--- config.mk ---
export PLATFORM = sky130hd
export DESIGN_NAME = khi_ctrl
export DESIGN_NICKNAME = d
export VERILOG_FILES = /design/src/hw/rtl/khi_pkg.sv /design/src/hw/rtl/khi_ctrl.sv
export SDC_FILE = /design/constraint.sdc
export NUM_CORES = 1
export LEC_CHECK = 0
export BUFFER_PORTS_ARGS = -buffer_cell sky130_fd_sc_hd__buf_4
export CAP_MARGIN = 20
export CELL_PAD_IN_SITES_DETAIL_PLACEMENT = 0
export CELL_PAD_IN_SITES_GLOBAL_PLACEMENT = 1
export CORE_ASPECT_RATIO = 0.5
export CORE_UTILIZATION = 27
export DETAILED_ROUTE_END_ITERATION = 6
export PLACE_DENSITY_LB_ADDON = 0.1
export SETUP_SLACK_MARGIN = 0.02
export SYNTH_ARGS = -nofsm -noshare
export SYNTH_HDL_FRONTEND = slang
export SYNTH_SLANG_ARGS = --single-unit
--- constraint.sdc ---
create_clock -name clk -period 1.7 [get_ports clk]
set_clock_uncertainty 0.05 [all_clocks]
set_input_delay 0 -clock clk [delete_from_list [all_inputs] [get_ports clk]]
set_output_delay 0 -clock clk [all_outputs]
set_load 0.02 [all_outputs]
--- src/hw/rtl/khi_pkg.sv ---
package khi_pkg;

    localparam int KF_MAX    = 64;
    localparam int KF_CNT_W  = $clog2(KF_MAX + 1);
    localparam int KF_IDX_W  = $clog2(KF_MAX);
    localparam int NUM_CH    = 7;
    localparam int CH_IDX_W  = $clog2(NUM_CH);
    localparam int CH_ROT0   = 4;
    localparam int DIV_NUM_W = 57;
    localparam int DIV_QUO_W = 58;
    localparam int DIV_DEN_W = 16;

    localparam logic [1:0] ACT_CLEAR  = 2'd0;
    localparam logic [1:0] ACT_APPEND = 2'd1;
    localparam logic [1:0] ACT_QUERY  = 2'd2;
    localparam logic [1:0] ACT_NOP    = 2'd3;

    localparam logic [1:0] ST_NONE   = 2'd0;
    localparam logic [1:0] ST_HELD   = 2'd1;
    localparam logic [1:0] ST_INTERP = 2'd2;

    typedef struct packed {
        logic [1:0]         action;
        logic [15:0]        frame_number;
        logic signed [31:0] fov_value;
        logic signed [31:0] pos_x;
        logic signed [31:0] pos_y;
        logic signed [31:0] pos_z;
        logic signed [31:0] rot_pitch;
        logic signed [31:0] rot_yaw;
        logic signed [31:0] rot_roll;
    } khi_in_t;

    typedef struct packed {
        logic [1:0]         status;
        logic signed [31:0] out_fov;
        logic signed [31:0] out_pos_x;
        logic signed [31:0] out_pos_y;
        logic signed [31:0] out_pos_z;
        logic [15:0]        out_pitch;
        logic [15:0]        out_yaw;
        logic [15:0]        out_roll;
    } khi_out_t;

    typedef struct packed {
        logic [15:0]                  frame;
        logic [NUM_CH-1:0][31:0]      ch;
    } khi_entry_t;

    typedef enum logic {
        DIV_T,
        DIV_SIDE
    } khi_div_src_t;

    typedef enum logic {
        SIDE_A,
        SIDE_D
    } khi_side_t;

    typedef enum logic [4:0] {
        S_IDLE,
        S_DECODE,
        S_HOLD_RD,
        S_HOLD_WR,
        S_SRCH_RD,
        S_SRCH_CHK,
        S_LD_RD,
        S_LD_WR,
        S_T_DIV,
        S_T_WAIT,
        S_BAS_T2,
        S_BAS_T3,
        S_BAS_H,
        S_A_MUL,
        S_A_DIV,
        S_A_WAIT,
        S_D_MUL,
        S_D_DIV,
        S_D_WAIT,
        S_M_CALC,
        S_MAC_MUL,
        S_MAC_ACC,
        S_CH_STORE,
        S_FINISH
    } khi_state_t;

    typedef struct packed {
        logic         capture;
        logic         clear;
        logic         append;
        logic         rd_last;
        logic         rd_idx;
        logic         idx_init;
        logic         idx_dec;
        logic         ld_init;
        logic         ld_rd;
        logic         ld_wr;
        logic         div_start;
        khi_div_src_t div_src;
        khi_side_t    side;
        logic         side_mul;
        logic         q_load;
        logic         t_load;
        logic         t2_load;
        logic         t3_load;
        logic         h_load;
        logic         ch_init;
        logic         m_load;
        logic         mac_clr;
        logic         mac_mul;
        logic         mac_acc;
        logic         ch_store;
        logic         ch_next;
        logic         res_zero;
        logic         res_hold;
        logic         out_load;
    } khi_cmd_t;

    typedef struct packed {
        logic [1:0] act;
        logic       q_zero;
        logic       q_hold;
        logic       idx_stop;
        logic       ld_last;
        logic       has_prev;
        logic       has_next;
        logic       div_done;
        logic       mac_last;
        logic       ch_last;
        logic       out_free;
    } khi_stat_t;

endpackage

--- src/hw/rtl/khi_ctrl.sv ---
module khi_ctrl (
    input  logic               clk,
    input  logic               rst_n,
    input  logic               in_valid,
    output logic               in_ready,
    input  khi_pkg::khi_stat_t stat,
    output khi_pkg::khi_cmd_t  cmd
);
    import khi_pkg::*;

    khi_state_t state_reg, state_next;

    always_ff @(posedge clk or negedge rst_n)
    begin
        if (!rst_n)
            state_reg <= S_IDLE;
        else
            state_reg <= state_next;
    end

    always_comb
    begin
        state_next = state_reg;
        cmd        = '0;
        in_ready   = 1'b0;
        unique case (state_reg)
            S_IDLE:
            begin
                in_ready = 1'b1;
                if (in_valid)
                begin
                    cmd.capture = 1'b1;
                    state_next  = S_DECODE;
                end
            end
            S_DECODE:
            begin
                unique case (stat.act)
                    ACT_CLEAR:
                    begin
                        cmd.clear  = 1'b1;
                        state_next = S_IDLE;
                    end
                    ACT_APPEND:
                    begin
                        cmd.append = 1'b1;
                        state_next = S_IDLE;
                    end
                    ACT_QUERY:
                    begin
                        if (stat.q_zero)
                        begin
                            cmd.res_zero = 1'b1;
                            state_next   = S_FINISH;
                        end
                        else if (stat.q_hold)
                            state_next = S_HOLD_RD;
                        else
                        begin
                            cmd.idx_init = 1'b1;
                            state_next   = S_SRCH_RD;
                        end
                    end
                    ACT_NOP:
                        state_next = S_IDLE;
                endcase
            end
            S_HOLD_RD:
            begin
                cmd.rd_last = 1'b1;
                state_next  = S_HOLD_WR;
            end
            S_HOLD_WR:
            begin
                cmd.res_hold = 1'b1;
                state_next   = S_FINISH;
            end
            S_SRCH_RD:
            begin
                cmd.rd_idx = 1'b1;
                state_next = S_SRCH_CHK;
            end
            S_SRCH_CHK:
            begin
                if (stat.idx_stop)
                begin
                    cmd.ld_init = 1'b1;
                    state_next  = S_LD_RD;
                end
                else
                begin
                    cmd.idx_dec = 1'b1;
                    state_next  = S_SRCH_RD;
                end
            end
            S_LD_RD:
            begin
                cmd.ld_rd  = 1'b1;
                state_next = S_LD_WR;
            end
            S_LD_WR:
            begin
                cmd.ld_wr  = 1'b1;
                state_next = stat.ld_last ? S_T_DIV : S_LD_RD;
            end
            S_T_DIV:
            begin
                cmd.div_start = 1'b1;
                cmd.div_src   = DIV_T;
                state_next    = S_T_WAIT;
            end
            S_T_WAIT:
            begin
                if (stat.div_done)
                begin
                    cmd.t_load = 1'b1;
                    state_next = S_BAS_T2;
                end
            end
            S_BAS_T2:
            begin
                cmd.t2_load = 1'b1;
                state_next  = S_BAS_T3;
            end
            S_BAS_T3:
            begin
                cmd.t3_load = 1'b1;
                state_next  = S_BAS_H;
            end
            S_BAS_H:
            begin
                cmd.h_load  = 1'b1;
                cmd.ch_init = 1'b1;
                state_next  = S_A_MUL;
            end
            S_A_MUL:
            begin
                cmd.side = SIDE_A;
                if (stat.has_prev)
                begin
                    cmd.side_mul = 1'b1;
                    state_next   = S_A_DIV;
                end
                else
                    state_next = S_D_MUL;
            end
            S_A_DIV:
            begin
                cmd.side      = SIDE_A;
                cmd.div_src   = DIV_SIDE;
                cmd.div_start = 1'b1;
                state_next    = S_A_WAIT;
            end
            S_A_WAIT:
            begin
                cmd.side = SIDE_A;
                if (stat.div_done)
                begin
                    cmd.q_load = 1'b1;
                    state_next = S_D_MUL;
                end
            end
            S_D_MUL:
            begin
                cmd.side = SIDE_D;
                if (stat.has_next)
                begin
                    cmd.side_mul = 1'b1;
                    state_next   = S_D_DIV;
                end
                else
                    state_next = S_M_CALC;
            end
            S_D_DIV:
            begin
                cmd.side      = SIDE_D;
                cmd.div_src   = DIV_SIDE;
                cmd.div_start = 1'b1;
                state_next    = S_D_WAIT;
            end
            S_D_WAIT:
            begin
                cmd.side = SIDE_D;
                if (stat.div_done)
                begin
                    cmd.q_load = 1'b1;
                    state_next = S_M_CALC;
                end
            end
            S_M_CALC:
            begin
                cmd.m_load  = 1'b1;
                cmd.mac_clr = 1'b1;
                state_next  = S_MAC_MUL;
            end
            S_MAC_MUL:
            begin
                cmd.mac_mul = 1'b1;
                state_next  = S_MAC_ACC;
            end
            S_MAC_ACC:
            begin
                cmd.mac_acc = 1'b1;
                state_next  = stat.mac_last ? S_CH_STORE : S_MAC_MUL;
            end
            S_CH_STORE:
            begin
                cmd.ch_store = 1'b1;
                if (stat.ch_last)
                    state_next = S_FINISH;
                else
                begin
                    cmd.ch_next = 1'b1;
                    state_next  = S_A_MUL;
                end
            end
            S_FINISH:
            begin
                if (stat.out_free)
                begin
                    cmd.out_load = 1'b1;
                    state_next   = S_IDLE;
                end
            end
            default:
                state_next = S_IDLE;
        endcase
    end

endmodule

==> results of run 1 <==
==> cell usage after synthesis, types with 3 or more instances <==
library cell  number
inv_1              3
nor2_1            19
nor3_1             8
nand2_1           11
nand3b_1           3
and3_1             3
nand2b_1           4
buf_2              5
dfrtp_1            5
nand3_1            3
nor2b_1            7
o21ai_0           10
buf_4              3
a21oi_1            7
clkbuf_1           4
nor3b_1            3
==> layout make-up <==
cell class              count  area share, %
multi-input cells         111           44.1
flip-flops and latches      5           7.13
well taps                  40           2.72
repair buffers             99           43.0
inverters                   3          0.611
clock buffers               4           2.45
==> cell families after synthesis <==
group / after synthesis / synth area share, %
xor+xnor: 1 / 0.979
simple gates: 72 / 42.4
compound gates: 36 / 29.4
flops: 5 / 14.0
mux: 2 / 2.52
buf+inv: 17 / 10.8
==> placed cells by master (no fill, tap or decap), types with 3 or more instances in the layout <==
| cell | count |
|---|---|
| clkbuf_8 | 3 |
| o21ai_0 | 6 |
| dfrtp_2 | 5 |
| nand3b_1 | 3 |
| a21oi_1 | 6 |
| buf_6 | 9 |
| nor2_1 | 17 |
| and3_1 | 3 |
| nor2b_1 | 4 |
| buf_4 | 88 |
| o21ai_1 | 5 |
| nor3_1 | 4 |
| nand2_1 | 9 |
==> power breakdown <==
| part | switching, mW | leakage [nW] | internal (mW) |
|---|---|---|---|
| combinational | 1.27 | 0.797 | 1.37 |
| sequential | 0.131 | 0.0554 | 0.185 |
| clock | 0.0682 | 0.0228 | 0.162 |
| total | 1.47 | 0.875 | 1.72 |
==> metal layers <==
layer	track usage, %	vias to the layer above	wire length [um]
met4	8.62	0	101
met3	3.31	11	337
met1	32.1	622	1990
li1	-	659	-
met5	0	-	0
met2	35.1	59	1740
==> critical path, cell delays in order (launching register included) <==
cell and delay (ns):
dfrtp_2 0.44, buf_4 0.16, nor2b_2 0.16, nand4b_1 0.18, o311ai_4 0.18, a2111o_1 0.41
==> final timing paths <==
path,start,to,slack (ns),cells after the start
worst min-delay path,rst_n,state_reg[0],0.06,2
worst max-delay path,state_reg[3],state_reg[2],-0.02,5
max in group asynchronous,rst_n,state_reg[3],1.41,2
worst min register to register,state_reg[1],state_reg[4],0.67,3
worst max register to register,state_reg[3],state_reg[2],-0.02,5
min in group clk,stat[8],state_reg[2],0.12,3
==> timing repair <==
action                                  in CTS  in global routing
endpoints found under the setup margin      18                 14
buffers inserted                             3                 12
hold buffers                                 1                  0
pin swaps                                    4                 13
resized for setup                           16                 33
hold endpoints to repair                     5                  0
==> run summary, run 1 <==
die height = 42.7 um
Clock transition at path regs = 0.04 ns
area occupied by multi-input gates = 812 um2
Peak VDD IR = 0.699 mV
synth warn = 0
die width = 83.4 um
Hold Vio Cnt, Final = 0
Core Region = 3080 um2
RD Place Congestion = 0.866
Inserted Diodes = 0
Root Driver = clkbuf_8
layout cell share with drive strength beyond 1 = 61.3%
Final setup viols = 1
top cells by area, synth = dfrtp_1 14%, nor2_1 8.0%, o21ai_0 5.6%
worst rel slew slack = 75.5%
total CTS buffers = 3
total chip power = 3.19 mW
die area = 3560 um2
pin count of the biggest net entering global routing = 13
vias in the first global route = 1205
P_leak = 0.875 nW
Layout Nets = 238
final non-filler cell area = 1840 um2
drt drc = 0
Final period util = 101%
WHS = 0.0612 ns
Clock Tree Buf Depth = 2
setup slack at placement = -0.0638 ns
min cycle time layout = 1.72 ns
first-pass GRT wire length = 6.18 mm
area leader, netlist = dfrtp_1
Avg Cell Area, Syn = 6.73 um2
post-layout util = 59.7%
RSZ-0062 raised after global routing = true
prevailing post-synth register cell = dfrtp_1
fin. max-slew vios = 0
Net Count, Synth = 148
Largest register FFs = 5
critical path type = reg2reg
Required @ worst endpoint = 1.75 ns
count of different cell masters after synthesis = 41
Seq/Total Area, Yosys = 14.0%
non-filler cells, final = 262
Reg area = 131 um2
Worst setup EP type = register
initial antenna violation count = 0
DRT antenna net count = 0
vias per inst = 5.16
Clock Latency Late Sink = 0.23 ns
final wirelength = 4.17 mm
DP Area = 1490 um2
DR iter-0 viols = 40
MaxCap Viol Count = 0
GRT Overall Usage = 22.7%
Routed wire per std cell = 15.9 um
slack of the critical path = -0.0158 ns
CP Max Fanout = 6
Area Overhead vs Synth = 106%
Clock Sinks = 5
placed instance count = 242
First-pass DRT Iterations = 4
Post-Synthesis Cells = 133
IO Pins = 45
status = finished, violations left
row count = 14
CTS tree = yes
fill cell count = 289
Post-synth EDFFs = 0
FF+latch count, synth = 5
vias post-DR = 1351
HPWL after DPL = 2.83 mm
CP Launch Type = register
CP arrival = 1.76 ns
Starting Density = 29.0%
setup TNS = -0.0158 ns
Async S/R FF share, synth = 100%
Power Dens Cells = 1730 nW/um2
Worst Hold Class = in2async
H-tree depth = 1
Mapped Area = 895 um2
Slew @ Worst Pin = 0.367 ns
failing checks = setup timing
Yosys top cell area share = 14.0%
total gr overflow = 0
PortBufs = 44
Max Fclk = 583 MHz
Power figures use the tool's default switching activity.
==> run 2, diff against run 1 <==
Settings changed: CORE_UTILIZATION 27 to 32, SLEW_MARGIN set to 0.
Clock period 1.7 ns to 2.2 ns, I/O delays scaled along.
==> run summary, run 2 (synthesized netlist as in run 1, its figures left out) <==
GRT Overall Usage = 20.8% (-1.8 points)
PortBufs = 44 (unchanged)
Crit. Startpoint = state_reg[2]
HPWL after DPL = 2.33 mm (-18%)
vias per inst = 5.23 (+1.5%)
hold_buf cts = 1 (unchanged)
setup TNS = 0 ns (+0.0158 ns)
Starting Density = 34.2% (+5.1 points)
MaxCap Viol Count = 0 (unchanged)
Clock transition at path regs = 0.04 ns (about the same)
Largest register FFs = 5 (unchanged)
CP arrival = 2.09 ns (+0.33 ns)
critical path's slowest cell = dfrtp_1
Slew @ Worst Pin = 0.573 ns (+0.206 ns)
Area Overhead vs Synth = 48.1%
first-pass GRT wire length = 4.71 mm (-24%)
Clock Sinks = 5 (unchanged)
min cycle time layout = 1.99 ns (+0.272 ns)
DP Area = 1270 um2 (-15%)
Reg2Reg Setup Slack = 0.21 ns (+0.23 ns)
die height = 39.4 um (-7.8%)
pin count of the biggest net entering global routing = 21 (+8)
total gr overflow = 0 (unchanged)
H-tree depth = 1 (unchanged)
total chip power = 1.61 mW (-49%)
Required @ worst endpoint = 2.30 ns (+0.55 ns)
cells along the critical path = or3b_1 > o32ai_4 > o21bai_1 > nor4_1 > o21ai_1
CP peak stage delay = 0.68 ns (+0.24 ns)
Layout Nets = 195 (-18%)
sw power = 0.829 mW (-44%)
Max Fclk = 503 MHz (-14%)
Worst Reg-to-Reg Cells = 5 (unchanged)
row count = 13 (-1)
CTS-repair resized insts = 0 (-16)
worst rel slew slack = 61.8% (-14 points)
Hold Vio Cnt, Final = 0 (unchanged)
CTS tree = yes
slack of the critical path = 0.213 ns (+0.228 ns)
die width = 76.8 um (-7.9%)
internal power = 0.784 mW (-54%)
final wirelength = 2.95 mm (-29%)
P_leak = 0.600 nW (-31%)
Final setup viols = 0 (-1)
Reg area = 125 um2 (-4.8%)
fin. max-slew vios = 0 (unchanged)
Core Region = 2620 um2 (-15%)
status = finished, final reports clean
Clk pwr share = 10.7% (+3.5 points)
DRT antenna net count = 0 (unchanged)
RD Place Congestion = 0.840 (-3.0%)
vias in the first global route = 983 (-18%)
Routed wire per std cell = 13.6 um (-14%)
drt drc = 0 (unchanged)
initial antenna violation count = 0 (unchanged)
RSZ-0062 raised after global routing = false
vias post-DR = 1130 (-16%)
Final period util = 90.3% (-11 points)
R2R Path End = state_reg[1]
First-pass DRT Iterations = 4 (unchanged)
WHS = 0.0623 ns (+0.00103 ns)
DR iter-0 viols = 95 (+140%)
switching part of the total = 51.4% (+5.3 points)
layout cell share with drive strength beyond 1 = 36.9% (-24 points)
Worst setup EP type = register
final non-filler cell area = 1330 um2 (-28%)
Clock Latency Late Sink = 0.23 ns (about the same)
CP Launch Type = register
most frequent cells in the layout = 55 x buf_4, 19 x nor2_1, 11 x nand2_1
IO Pins = 45 (unchanged)
fill cell count = 271 (-6.2%)
Crit path max-delay family = flip-flops
reg-to-reg critical path startpoint = state_reg[2]
Peak VDD IR = 0.473 mV (-32%)
CP Buf/Inv Count = 0 (-1)
commonest non-fill, non-tap cell in the layout = buf_4
Inserted Diodes = 0 (unchanged)
Gate power share = 70.0% (-13 points)
die area = 3020 um2 (-15%)
Clock Tree Buf Depth = 2 (unchanged)
register share of total power = 19.4% (+9.5 points)
CP Max Fanout = 18 (+12)
setup slack at placement = 0.244 ns (+0.308 ns)
Worst Hold Class = in2async
critical path type = reg2reg
Root Driver = clkbuf_8
Post CTS Setup Buffer Count = 0 (-3)
total CTS buffers = 3 (unchanged)
area occupied by multi-input gates = 673 um2 (-17%)
Power Dens Cells = 1220 nW/um2 (-30%)
[run 2: changes by cell type in the layout (fill, tap and decap cells not counted), moves of 4 or more]
cell     delta
dfrtp_1     +5
o21ai_0     +4
buf_4      -33
dfrtp_2     -5
nor3_1      +4
buf_6       -9
[run 2: per-layer routing]
metal / vias up / part of all wire, % / global-route usage [%]
li1: 568 / - / -
met1: 510 / 51 / 28.1
met2: 49 / 41 / 34.4
met3: 3 / 7.4 / 2.56
met4: 0 / 0.71 / 8.65
met5: - / 0 / 0
[run 2: through the flow]
step | util (%) | instances
2_1_floorplan | - | 133
3_3_place_gp | 48.4 | 211
3_5_place_dp | 48.4 | 211
4_1_cts | 50.6 | 216
5_1_grt | 50.6 | 216
6_report | 50.6 | 216
[run 2: area by class of cell]
class	instances	share of cell area (%)
well taps	37	3.49
flip-flops and latches	5	9.44
clock buffers	3	3.12
multi-input cells	111	50.8
inverters	3	0.850
clock inverters	1	0.378
repair buffers	56	31.9
[run 2: power groups by stage]
stage	Sequential [mW]	Combinational, mW	Clock (mW)
after floorplan	0.154	0.915	0
after global placement	0.311	1.13	0
after detailed placement	0.307	1.13	0
after CTS	0.306	1.13	0.177
after global routing	0.332	1.23	0.183
final	0.312	1.13	0.172
[run 2: worst max-delay path by stage]
stage | slack (ns) | cells past startpoint | end
4_1_cts | 0.23 | 5 | state_reg[1]
5_1_grt | 0.09 | 5 | cmd[17]
3_3_place_gp | 0.28 | 5 | state_reg[1]
2_1_floorplan | 0.45 | 5 | state_reg[3]
6_report | 0.21 | 5 | state_reg[1]
3_5_place_dp | 0.24 | 5 | state_reg[1]
==> run 3, diff against run 2 <==
--- a/config.mk
+++ b/config.mk
@@ -12,3 +12,3 @@
 export CORE_ASPECT_RATIO = 0.5
-export CORE_UTILIZATION = 32
+export CORE_UTILIZATION = 30
 export DETAILED_ROUTE_END_ITERATION = 6
==> constraint.sdc (replaced) <==
create_clock -name clk -period 1.9 [get_ports clk]
set_clock_uncertainty 0.05 [all_clocks]
set_input_delay 0.285 -clock clk [delete_from_list [all_inputs] [get_ports clk]]
set_output_delay 0.285 -clock clk [all_outputs]
set_load 0.02 [all_outputs]
==> run summary, run 3 (synthesized netlist as in run 1, its figures left out) <==
initial antenna violation count = 0 (unchanged)
Routed wire per std cell = 14.5 um (+6.5%)
critical path type = reg2out
GRT Overall Usage = 21.7% (+0.84 points)
DRT antenna net count = 0 (unchanged)
die area = 3220 um2 (+6.4%)
total gr overflow = 0 (unchanged)
worst rel slew slack = 80.2% (+18 points)
Critical Path Sink = cmd[21]
Peak VDD IR = 0.774 mV (+64%)
Root Driver = clkbuf_8
HPWL after DPL = 2.64 mm (+13%)
critical path's slowest cell = dfrtp_2
Final period util = 100%
Final setup viols = 1 (+1)
Crit. Startpoint = state_reg[2]
CP Launch Type = register
CP Max Fanout = 6 (-12)
cells along the critical path = buf_12 > or3b_4 > inv_2 > and3_4 > buf_6
die width = 79.2 um (+3.2%)
Worst Hold Class = in2async
Inserted Diodes = 0 (unchanged)
CP Buf/Inv Count = 3 (+3)
Clock Tree Buf Depth = 2 (unchanged)
row count = 13 (unchanged)
Layout Nets = 221 (+13%)
CP arrival = 1.57 ns (-0.52 ns)
Clock Latency Late Sink = 0.22 ns (about the same)
min cycle time layout = 1.90 ns
die height = 40.6 um (+3.1%)
Hold Vio Cnt, Final = 0 (unchanged)
Slew @ Worst Pin = 0.293 ns (-0.280 ns)
Required @ worst endpoint = 1.56 ns (-0.74 ns)
Worst Reg-to-Reg Cells = 7 (+2)
Largest register FFs = 5 (unchanged)
failing checks = setup timing
total chip power = 2.49 mW (+54%)
Worst path depth = 5 (unchanged)
DR iter-0 viols = 63 (-34%)
First-pass DRT Iterations = 4 (unchanged)
most frequent cells in the layout = 72 x buf_4, 12 x nor2_1, 10 x nand2_1, 10 x o21ai_0, 7 x a21oi_1
layout cell share with drive strength beyond 1 = 57.1% (+20 points)
Clock transition at path regs = 0.04 ns (about the same)
Crit path max-delay family = simple AND/OR/NAND/NOR gates
Clock Sinks = 5 (unchanged)
CTS tree = yes
final wirelength = 3.51 mm (+19%)
PortBufs = 44 (unchanged)
MaxCap Viol Count = 0 (unchanged)
fin. max-slew vios = 0 (unchanged)
drt drc = 0 (unchanged)
CP peak stage delay = 0.44 ns (-0.24 ns)
pin count of the biggest net entering global routing = 14 (-33%)
IO Pins = 45 (unchanged)
Max Fclk = 525 MHz
Area Overhead vs Synth = 86.2%
first-pass GRT wire length = 5.10 mm (+8.2%)
vias per inst = 5.34 (+2.1%)
Core Region = 2720 um2 (+3.7%)
vias in the first global route = 1049 (+6.7%)
Reg2Reg Setup Slack = 0.03 ns (-0.18 ns)
fill cell count = 248 (-8.5%)
P_leak = 0.743 nW (+24%)
RSZ-0062 raised after global routing = true
RD Place Congestion = 0.868 (+3.3%)
Power Dens Cells = 1490 nW/um2 (+23%)
slack of the critical path = -0.00433 ns (-0.217 ns)
vias post-DR = 1292 (+14%)
R2R Path End = state_reg[3]
H-tree depth = 1 (unchanged)
commonest non-fill, non-tap cell in the layout = buf_4
reg-to-reg critical path startpoint = state_reg[2]
total CTS buffers = 3 (unchanged)
setup TNS = -0.00433 ns (-0.00433 ns)
Worst setup EP type = output pin
Starting Density = 32.9% (-1.2 points)
status = finished, violations left
[run 3: changes by cell type in the layout (fill, tap and decap cells not counted), moves of 2 or more]
cell and delta:
buf_4 +17, nor2_2 +3, nor2_4 +4, dfrtp_2 +5, nor2b_1 -2, buf_6 +6, nor2_1 -7, nor3_2 +3
nor3_1 -3, buf_12 +2, dfrtp_1 -5
[run 3: metrics by stage]
stage	hold slack [ns]	utilization, %	setup slack [ns]	instance area [um2]	std cells
2_1_floorplan	-0.0606	-	0.0479	902	133
3_3_place_gp	0.0390	51.6	0.118	1400	226
3_5_place_dp	0.0387	51.6	0.0686	1400	226
4_1_cts	0.348	56.8	0.000598	1540	236
5_1_grt	0.366	61.3	-0.0580	1670	242
6_report	0.351	61.3	-0.00433	1670	242
[run 3: metal layers]
metal  share of wire [%]  global-route usage, %  up-vias
met5                   0                      0        -
met4                   0                   6.82        0
met3                  10                   3.56        0
met2                  45                   36.4       70
met1                  45                   29.3      600
li1                    -                      -      622
[run 3: power by group]
group          internal (mW)  switching (mW)
sequential             0.166           0.125
combinational           1.01           0.996
clock                  0.144          0.0526
[run 3: layout make-up]
type	instances	area [um2]	share of cell area [%]
multi-input cells	111	768	46.1
repair buffers	82	663	39.8
flip-flops and latches	5	131	7.89
well taps	37	46.3	2.78
clock buffers	4	45.0	2.70
inverters	3	11.3	0.676
[run 3: how the worst min path moves through the flow]
stage | endpoint | slack [ns] | depth (start not counted)
5_1_grt | state_reg[4] | 0.37 | 2
3_5_place_dp | state_reg[0] | 0.04 | 1
4_1_cts | state_reg[4] | 0.35 | 2
2_1_floorplan | state_reg[0] | -0.06 | 0
6_report | state_reg[4] | 0.35 | 2
3_3_place_gp | state_reg[0] | 0.04 | 1
[run 3: what timing repair did]
item	CTS	global route
hold endpoints to repair	5	0
setup endpoints to repair	16	22
buffers inserted	5	6
gates resized for setup	17	19
pin swaps	3	4
hold buffers	1	0
